<file path="src/hdl/tsdt_pkg.sv">
package tsdt_pkg;

  // One Q16.16 style fixed-point value and a 2x3 affine matrix [a b c d e f].
  typedef logic signed [31:0] fx_t;
  typedef fx_t [5:0] mat_t;

  // Operator codes carried in the action field.
  typedef enum logic [2:0] {
    ACT_PUSH   = 3'd0,
    ACT_POP    = 3'd1,
    ACT_CONCAT = 3'd2,
    ACT_DRAW   = 3'd3,
    ACT_NAME   = 3'd4,
    ACT_NUMBER = 3'd5
  } act_t;

  // Number of operands that a concat consumes.
  localparam logic [2:0] NUM_OPS = 3'd6;

  // Input word.
  typedef struct packed {
    logic [2:0]  action;
    fx_t         value;
    logic [15:0] name_id;
  } in_t;

  // Result word.
  typedef struct packed {
    logic [15:0] draw_name;
    fx_t         m_a;
    fx_t         m_b;
    fx_t         m_c;
    fx_t         m_d;
    fx_t         m_e;
    fx_t         m_f;
    logic        overflowed;
  } out_t;

  // Shift commands that run down the row of stack cells.
  typedef struct packed {
    logic push;
    logic pop;
  } stk_ctl_t;

endpackage

</file>
<file path="src/hdl/tsdt_stack_cell.sv">
module tsdt_stack_cell
  import tsdt_pkg::*;
(
  input  logic     clk,
  input  stk_ctl_t ctl,
  input  mat_t     up_in,
  input  mat_t     down_in,
  output mat_t     data_out
);

  mat_t data_r;

  // A push takes the matrix from the neighbor above, a pop the one from below.
  always_ff @(posedge clk) begin
    if (ctl.push) begin
      data_r <= up_in;
    end else if (ctl.pop) begin
      data_r <= down_in;
    end
  end

  assign data_out = data_r;

endmodule

</file>
<file path="config.mk">
export PLATFORM = sky130hd
export DESIGN_NAME = tsdt_stack_cell
export DESIGN_NICKNAME = d
export VERILOG_FILES = /design/src/hdl/tsdt_pkg.sv /design/src/hdl/tsdt_stack_cell.sv
export SDC_FILE = /design/constraint.sdc
export NUM_CORES = 1
export LEC_CHECK = 0
export BUFFER_PORTS_ARGS = -buffer_cell sky130_fd_sc_hd__buf_2
export CORE_AREA = 2 2 226 228
export CTS_CLUSTER_DIAMETER = 150
export DETAILED_ROUTE_END_ITERATION = 16
export DIE_AREA = 0 0 228 230
export HOLD_SLACK_MARGIN = 0.1
export SYNTH_ARGS = -nofsm -noshare
export SYNTH_HDL_FRONTEND = slang
export SYNTH_SLANG_ARGS = --single-unit
</file>
<file path="constraint.sdc">
create_clock -name clk -period 7.2 [get_ports clk]
set_clock_uncertainty 0.2 [all_clocks]
set_input_delay 0.72 -clock clk [delete_from_list [all_inputs] [get_ports clk]]
set_output_delay 0.72 -clock clk [all_outputs]
set_load 0.03 [all_outputs]
</file>
### Word level (Yosys, flattened, before mapping)

Index checks and enable logic that the tools add are counted.

* bits in latches: 0
* bits of input ports: 387
* word-level logic and storage cells: 9
* ROM bits: 0
* register bits: 192
* memories kept: 0
* output and inout bits: 192
* bits in writable memories: 0

* add/subtract/negate cells: 0
* magnitude comparators: 0
* $mul: 0
* bitwise operators: 0
* reductions and logical operators: 1
* mux-type cells: 2
* equality and inequality tests: 0
* shift operators: 0
* div/mod/pow operators: 0

Operators by type and width (count)
* 192-bit two-way mux: 2
* 2-bit nonzero test: 1

### Longest topological paths before layout

Gate-level depths: netlist of the first run.

* depth in word-level cells: 2
* depth in mapped cells: 3
* gate-level depth less buffers: 1

### Least setup slack after synthesis of the first run

OpenSTA, ideal clock, no wires.

* kind: input-to-reg
* from: input ctl[1] (netlist name)
* to: register data_r (netlist bit data_out[0]) (enable)
* stages: 3
* setup slack: 3.146 ns
* buffers on the path: 2
* data required time: 6.528 ns
* library setup time: 0.472 ns
* arrival time: 3.382 ns
* cell sequence: buf_4 buf_6 or2_2

* cells in the longest elaborated chain, start to end: 1

RTL lines
* start: declaration: RTL line tsdt_stack_cell.sv:5 `input stk_ctl_t ctl,`
* 2-bit nonzero test (no line)
* end signal: assignment: RTL line tsdt_stack_cell.sv:16 `data_r <= up_in;`
* end signal: assignment: RTL line tsdt_stack_cell.sv:18 `data_r <= down_in;`
* end: declaration: RTL line tsdt_stack_cell.sv:11 `mat_t data_r;`

No other way between the ends.
A chain may end at the register's enable or synchronous reset.

### Final worst setup path of the first run

* from: input ctl[1] (netlist name)
* to: register data_r (netlist bit data_out[16]) (enable)

Same word-level chain as after synthesis.

==> results of run 1 <==
[final cells by class]
class	instances	area, um^2	share of cell area [%]
flip-flops and latches	192	5770	46.9
repair buffers	582	2960	24.1
clock buffers	18	429	3.49
well taps	672	841	6.84
multi-input cells	193	2170	17.7
clock inverters	13	126	1.03
[cells in the mapped netlist]
library cell / number / area share (%)
edfxtp_1: 192 / 71
mux2_2: 192 / 27
buf_6: 17 / 2.3
buf_2: 2 / 0.12
buf_4: 2 / 0.18
or2_2: 1 / 0.077
[cells by family after synthesis]
| group | after synthesis | synth area share [%] |
|---|---|---|
| flip-flops | 192 | 70.7 |
| buffers and inverters | 21 | 2.66 |
| multiplexers | 192 | 26.5 |
| AND/OR/NAND/NOR | 1 | 0.0768 |
[worst max path at each step]
stage / start / endpoint / slack [ns] / cells past startpoint
after floorplan: ctl[1] / data_out[0] / 3.15 / 3
after CTS: ctl[1] / data_out[174] / 4.66 / 3
after global routing: ctl[1] / data_out[16] / 4.54 / 3
after global placement: ctl[1] / data_out[17] / 4.14 / 3
after detailed placement: ctl[1] / data_out[15] / 4.12 / 3
final: ctl[1] / data_out[16] / 4.66 / 3
[where the power goes]
part | total (W) | internal, W | switching, W | leakage (nW)
Clock | 0.000938 | 0.000481 | 0.000457 | 0.268
Combinational | 0.000634 | 0.000231 | 0.000403 | 3.06
Sequential | 0.00141 | 0.00137 | 0.0000381 | 1.96
[per-stage QoR]
step	hold WS (ns)	cells	worst slack, ns	utilization [%]	total power [W]
finish	0.335	1670	4.66	24.6	0.00298
global route	0.295	1670	4.54	24.6	0.00311
CTS	0.272	1670	4.66	24.6	0.00304
detailed placement	0.824	1639	4.12	23.5	0.00208
global placement	0.821	1639	4.14	23.5	0.00208
floorplan	0.740	406	3.15	-	0.00182
[worst max-delay path, cell delays in order]
cell and delay [ns]:
clkbuf_8 0.37, or2_4 0.52, buf_4 0.69
[routing by layer]
metal,up-vias,track usage [%],wire [um]
li1,2761,-,-
met3,28,4.50,2530
met4,2,4.58,554
met2,350,17.2,13300
met5,-,0,12
met1,2758,10.0,9730
==> results.txt, run 1 <==
unrepaired setup endpoints after global routing -> false
# diodes -> 0
share of cells above drive strength 1 -> 80.6%
Die Area -> 52400 um^2
Fillers -> 5277
fin nets -> 1373
largest net degree at the start of global routing -> 101
Via Count -> 5899
Iter 0 DRT Violations -> 172
number of buffers created by CTS -> 17
Die Ht -> 230 um
syn nets -> 793
Mapped Cells -> 406
routed wire length -> 26100 um
DRC -> 0
CTS tree -> done
H-tree Lvls -> 4
routed vias/inst -> 3.53
first-pass GRT wire length -> 37500 um
Area Overhead vs Synth -> 50.8%
Post-CTS Resized -> 0
min Tclk post-route -> 2.54 ns
yosys warns -> 0
number of global-route vias before repair -> 6280
PD cells -> 243 nW/um^2
initial core utilization -> 16.3%
Yosys reg bits -> 192
HP Start -> down_in[134]
GRT Resource Usage Total -> 9.85%
CP arrival -> 2.45 ns
# rows -> 82
Post-DP HPWL -> 20600 um
Hold Path End -> data_out[134]
Max FO, Critical Path -> 61
I/O pins -> 579
core area -> 49900 um^2
most common cell after layout, fill and taps aside -> buf_2
CP Class -> in2reg
clock root cell -> clkbuf_16
Netlist Area Pre-Place -> 8150 um^2
Worst Tran Pin Value -> 0.796 ns
per-cell routed wire length -> 15.7 um
Mean Syn Cell Area -> 20.1 um^2
clock sinks -> 192
IO Port Bufs -> 578
slew margin rel. -> 47.0%
hold_buf cts -> 0
CP Capture Type -> flop
Max clock buf depth -> 2
status -> finished, final reports clean
Final Setup Violations -> 0
worst hold path type -> in2reg
Final Slew Violations -> 0
Req. time, crit path -> 7.11 ns
post-route cell area -> 12300 um^2
Synth cell types -> 6
Final ANT Viol Nets -> 0
maximum vdd drop -> 0.124 mV
drt pass-1 iters -> 4
Die W -> 228 um
post-synthesis sequential area ratio -> 70.7%
leakage -> 5.29 nW
placed instance area -> 11700 um^2
Post-CTS Setup Bufs -> 0
final worst-path cycle share -> 35.3%
MaxCap Viol Count -> 0
Sum Neg Setup Slack -> 0 ns
FMAX -> 393 MHz
max reg flops -> 192
Worst-path clk slew -> 0.07 ns
critical path startpoint category -> primary input
most frequent cells in the layout -> 577 x buf_2, 192 x mux2_2, 192 x edfxtp_1, 17 x clkbuf_16, 6 x inv_6
worst hold stages -> 2
total gr overflow -> 0
Final Wtd Congestion -> 0.893
final hold vios -> 0
initial antenna violation count -> 1
(Power assumes the default switching activity.)
==> inputs of run 2 (changes only) <==
==> constraint.sdc (replaced) <==
create_clock -name clk -period 2.7 [get_ports clk]
set_clock_uncertainty 0.2 [all_clocks]
set_input_delay 0.27 -clock clk [delete_from_list [all_inputs] [get_ports clk]]
set_output_delay 0.27 -clock clk [all_outputs]
set_load 0.03 [all_outputs]
==> results.txt, run 2 <==
Failed at -> clock tree synthesis
Synth cell types -> 6 (unchanged)
Area contributors post-synth -> edfxtp_1 71%, mux2_2 27%, buf_6 2.3%
most frequent cells after synthesis -> 192 x edfxtp_1, 192 x mux2_2, 17 x buf_6
yosys warns -> 0 (unchanged)
I/O pins -> 579 (unchanged)
number of buffers created by CTS -> 17 (unchanged)
dominant synthesized flop cell -> edfxtp_1
Die W -> 228 um (unchanged)
Post-synth EDFFs -> 192 (unchanged)
hold_buf cts -> 338 (+338)
top cell type by total area after synthesis -> edfxtp_1
initial core utilization -> 16.3% (unchanged)
clock sinks -> 192 (unchanged)
Die Ht -> 230 um (unchanged)
async set-reset flop share out of synthesis -> 0% (unchanged)
H-tree Lvls -> 4 (unchanged)
post-synthesis sequential area ratio -> 70.7% (unchanged)
placed instance area -> 11900 um^2 (+1.4%)
IO Port Bufs -> 578 (unchanged)
status -> did not finish
Yosys reg bits -> 192 (unchanged)
clock root cell -> clkbuf_16
Mapped Cells -> 406 (unchanged)
top cell type's share of synthesized area -> 70.7% (unchanged)
Netlist Area Pre-Place -> 8150 um^2 (unchanged)
Mean Syn Cell Area -> 20.1 um^2 (unchanged)
syn nets -> 793 (unchanged)
Post-DP HPWL -> 23500 um (+14%)
Post-CTS Setup Bufs -> 0 (unchanged)
Max clock buf depth -> 2 (unchanged)
Final Wtd Congestion -> 0.834 (-6.6%)
# rows -> 82 (unchanged)
Post-CTS Resized -> 0 (unchanged)
placed insts -> 1654 (+0.92%)
Err -> [ERROR RSZ-0060] Max buffer count reached.
[run 2: cell counts after synthesis]
No cell type changed its count.
[run 2: cell families after synthesis]
group | synth area share (%)
flip-flops | 70.7
multiplexers | 26.5
AND/OR/NAND/NOR | 0.0768
buffers and inverters | 2.66
[run 2: through the flow]
step	utilization [%]	worst slack [ns]	hold slack [ns]
after detailed placement	23.9	0.805	0.374
after global placement	23.9	0.846	0.371
after floorplan	-	0.0617	0.290
==> inputs of run 3 (changes only) <==
--- a/config.mk
+++ b/config.mk
@@ -7,10 +7,9 @@
 export LEC_CHECK = 0
 export BUFFER_PORTS_ARGS = -buffer_cell sky130_fd_sc_hd__buf_2
 export CORE_AREA = 2 2 226 228
-export CTS_CLUSTER_DIAMETER = 150
 export DETAILED_ROUTE_END_ITERATION = 16
 export DIE_AREA = 0 0 228 230
-export HOLD_SLACK_MARGIN = 0.1
+export PLACE_DENSITY_LB_ADDON = 0.15
 export SYNTH_ARGS = -nofsm -noshare
 export SYNTH_HDL_FRONTEND = slang
 export SYNTH_SLANG_ARGS = --single-unit
==> results.txt, run 3 <==
Mapped Cells -> 406 (unchanged)
Mean Syn Cell Area -> 20.1 um^2 (unchanged)
post-synthesis sequential area ratio -> 70.7% (unchanged)
hold_buf cts -> 338 (unchanged)
status -> did not finish
Post-CTS Setup Bufs -> 0 (unchanged)
Post-synth EDFFs -> 192 (unchanged)
dominant synthesized flop cell -> edfxtp_1
Max clock buf depth -> 2 (unchanged)
initial core utilization -> 16.3% (unchanged)
number of buffers created by CTS -> 17 (unchanged)
Area contributors post-synth -> edfxtp_1 71%, mux2_2 27%, buf_6 2.3%
Post-DP HPWL -> 21900 um (-6.7%)
Die Ht -> 230 um (unchanged)
syn nets -> 793 (unchanged)
IO Port Bufs -> 578 (unchanged)
Err -> [ERROR RSZ-0060] Max buffer count reached.
H-tree Lvls -> 4 (unchanged)
Synth cell types -> 6 (unchanged)
async set-reset flop share out of synthesis -> 0% (unchanged)
Yosys reg bits -> 192 (unchanged)
top cell type's share of synthesized area -> 70.7% (unchanged)
I/O pins -> 579 (unchanged)
top cell type by total area after synthesis -> edfxtp_1
Final Wtd Congestion -> 0.814 (-2.4%)
# rows -> 82 (unchanged)
Netlist Area Pre-Place -> 8150 um^2 (unchanged)
clock sinks -> 192 (unchanged)
Die W -> 228 um (unchanged)
yosys warns -> 0 (unchanged)
clock root cell -> clkbuf_16
most frequent cells after synthesis -> 192 x edfxtp_1, 192 x mux2_2, 17 x buf_6
Post-CTS Resized -> 0 (unchanged)
Failed at -> clock tree synthesis
## run 3: cell counts after synthesis
No cell type changed its count.
## run 3: metrics by stage
step	cells	hold slack [ns]	instance area, um^2	setup slack, ns
detailed placement	1653	0.374	11900	0.802
floorplan	406	0.290	8150	0.0617
global placement	1653	0.371	11900	0.821
## run 3: cells by family after synthesis
group	count (synthesis)	synth area share, %
muxes	192	26.5
DFF	192	70.7
and+or+nand+nor	1	0.0768
buffers and inverters	21	2.66
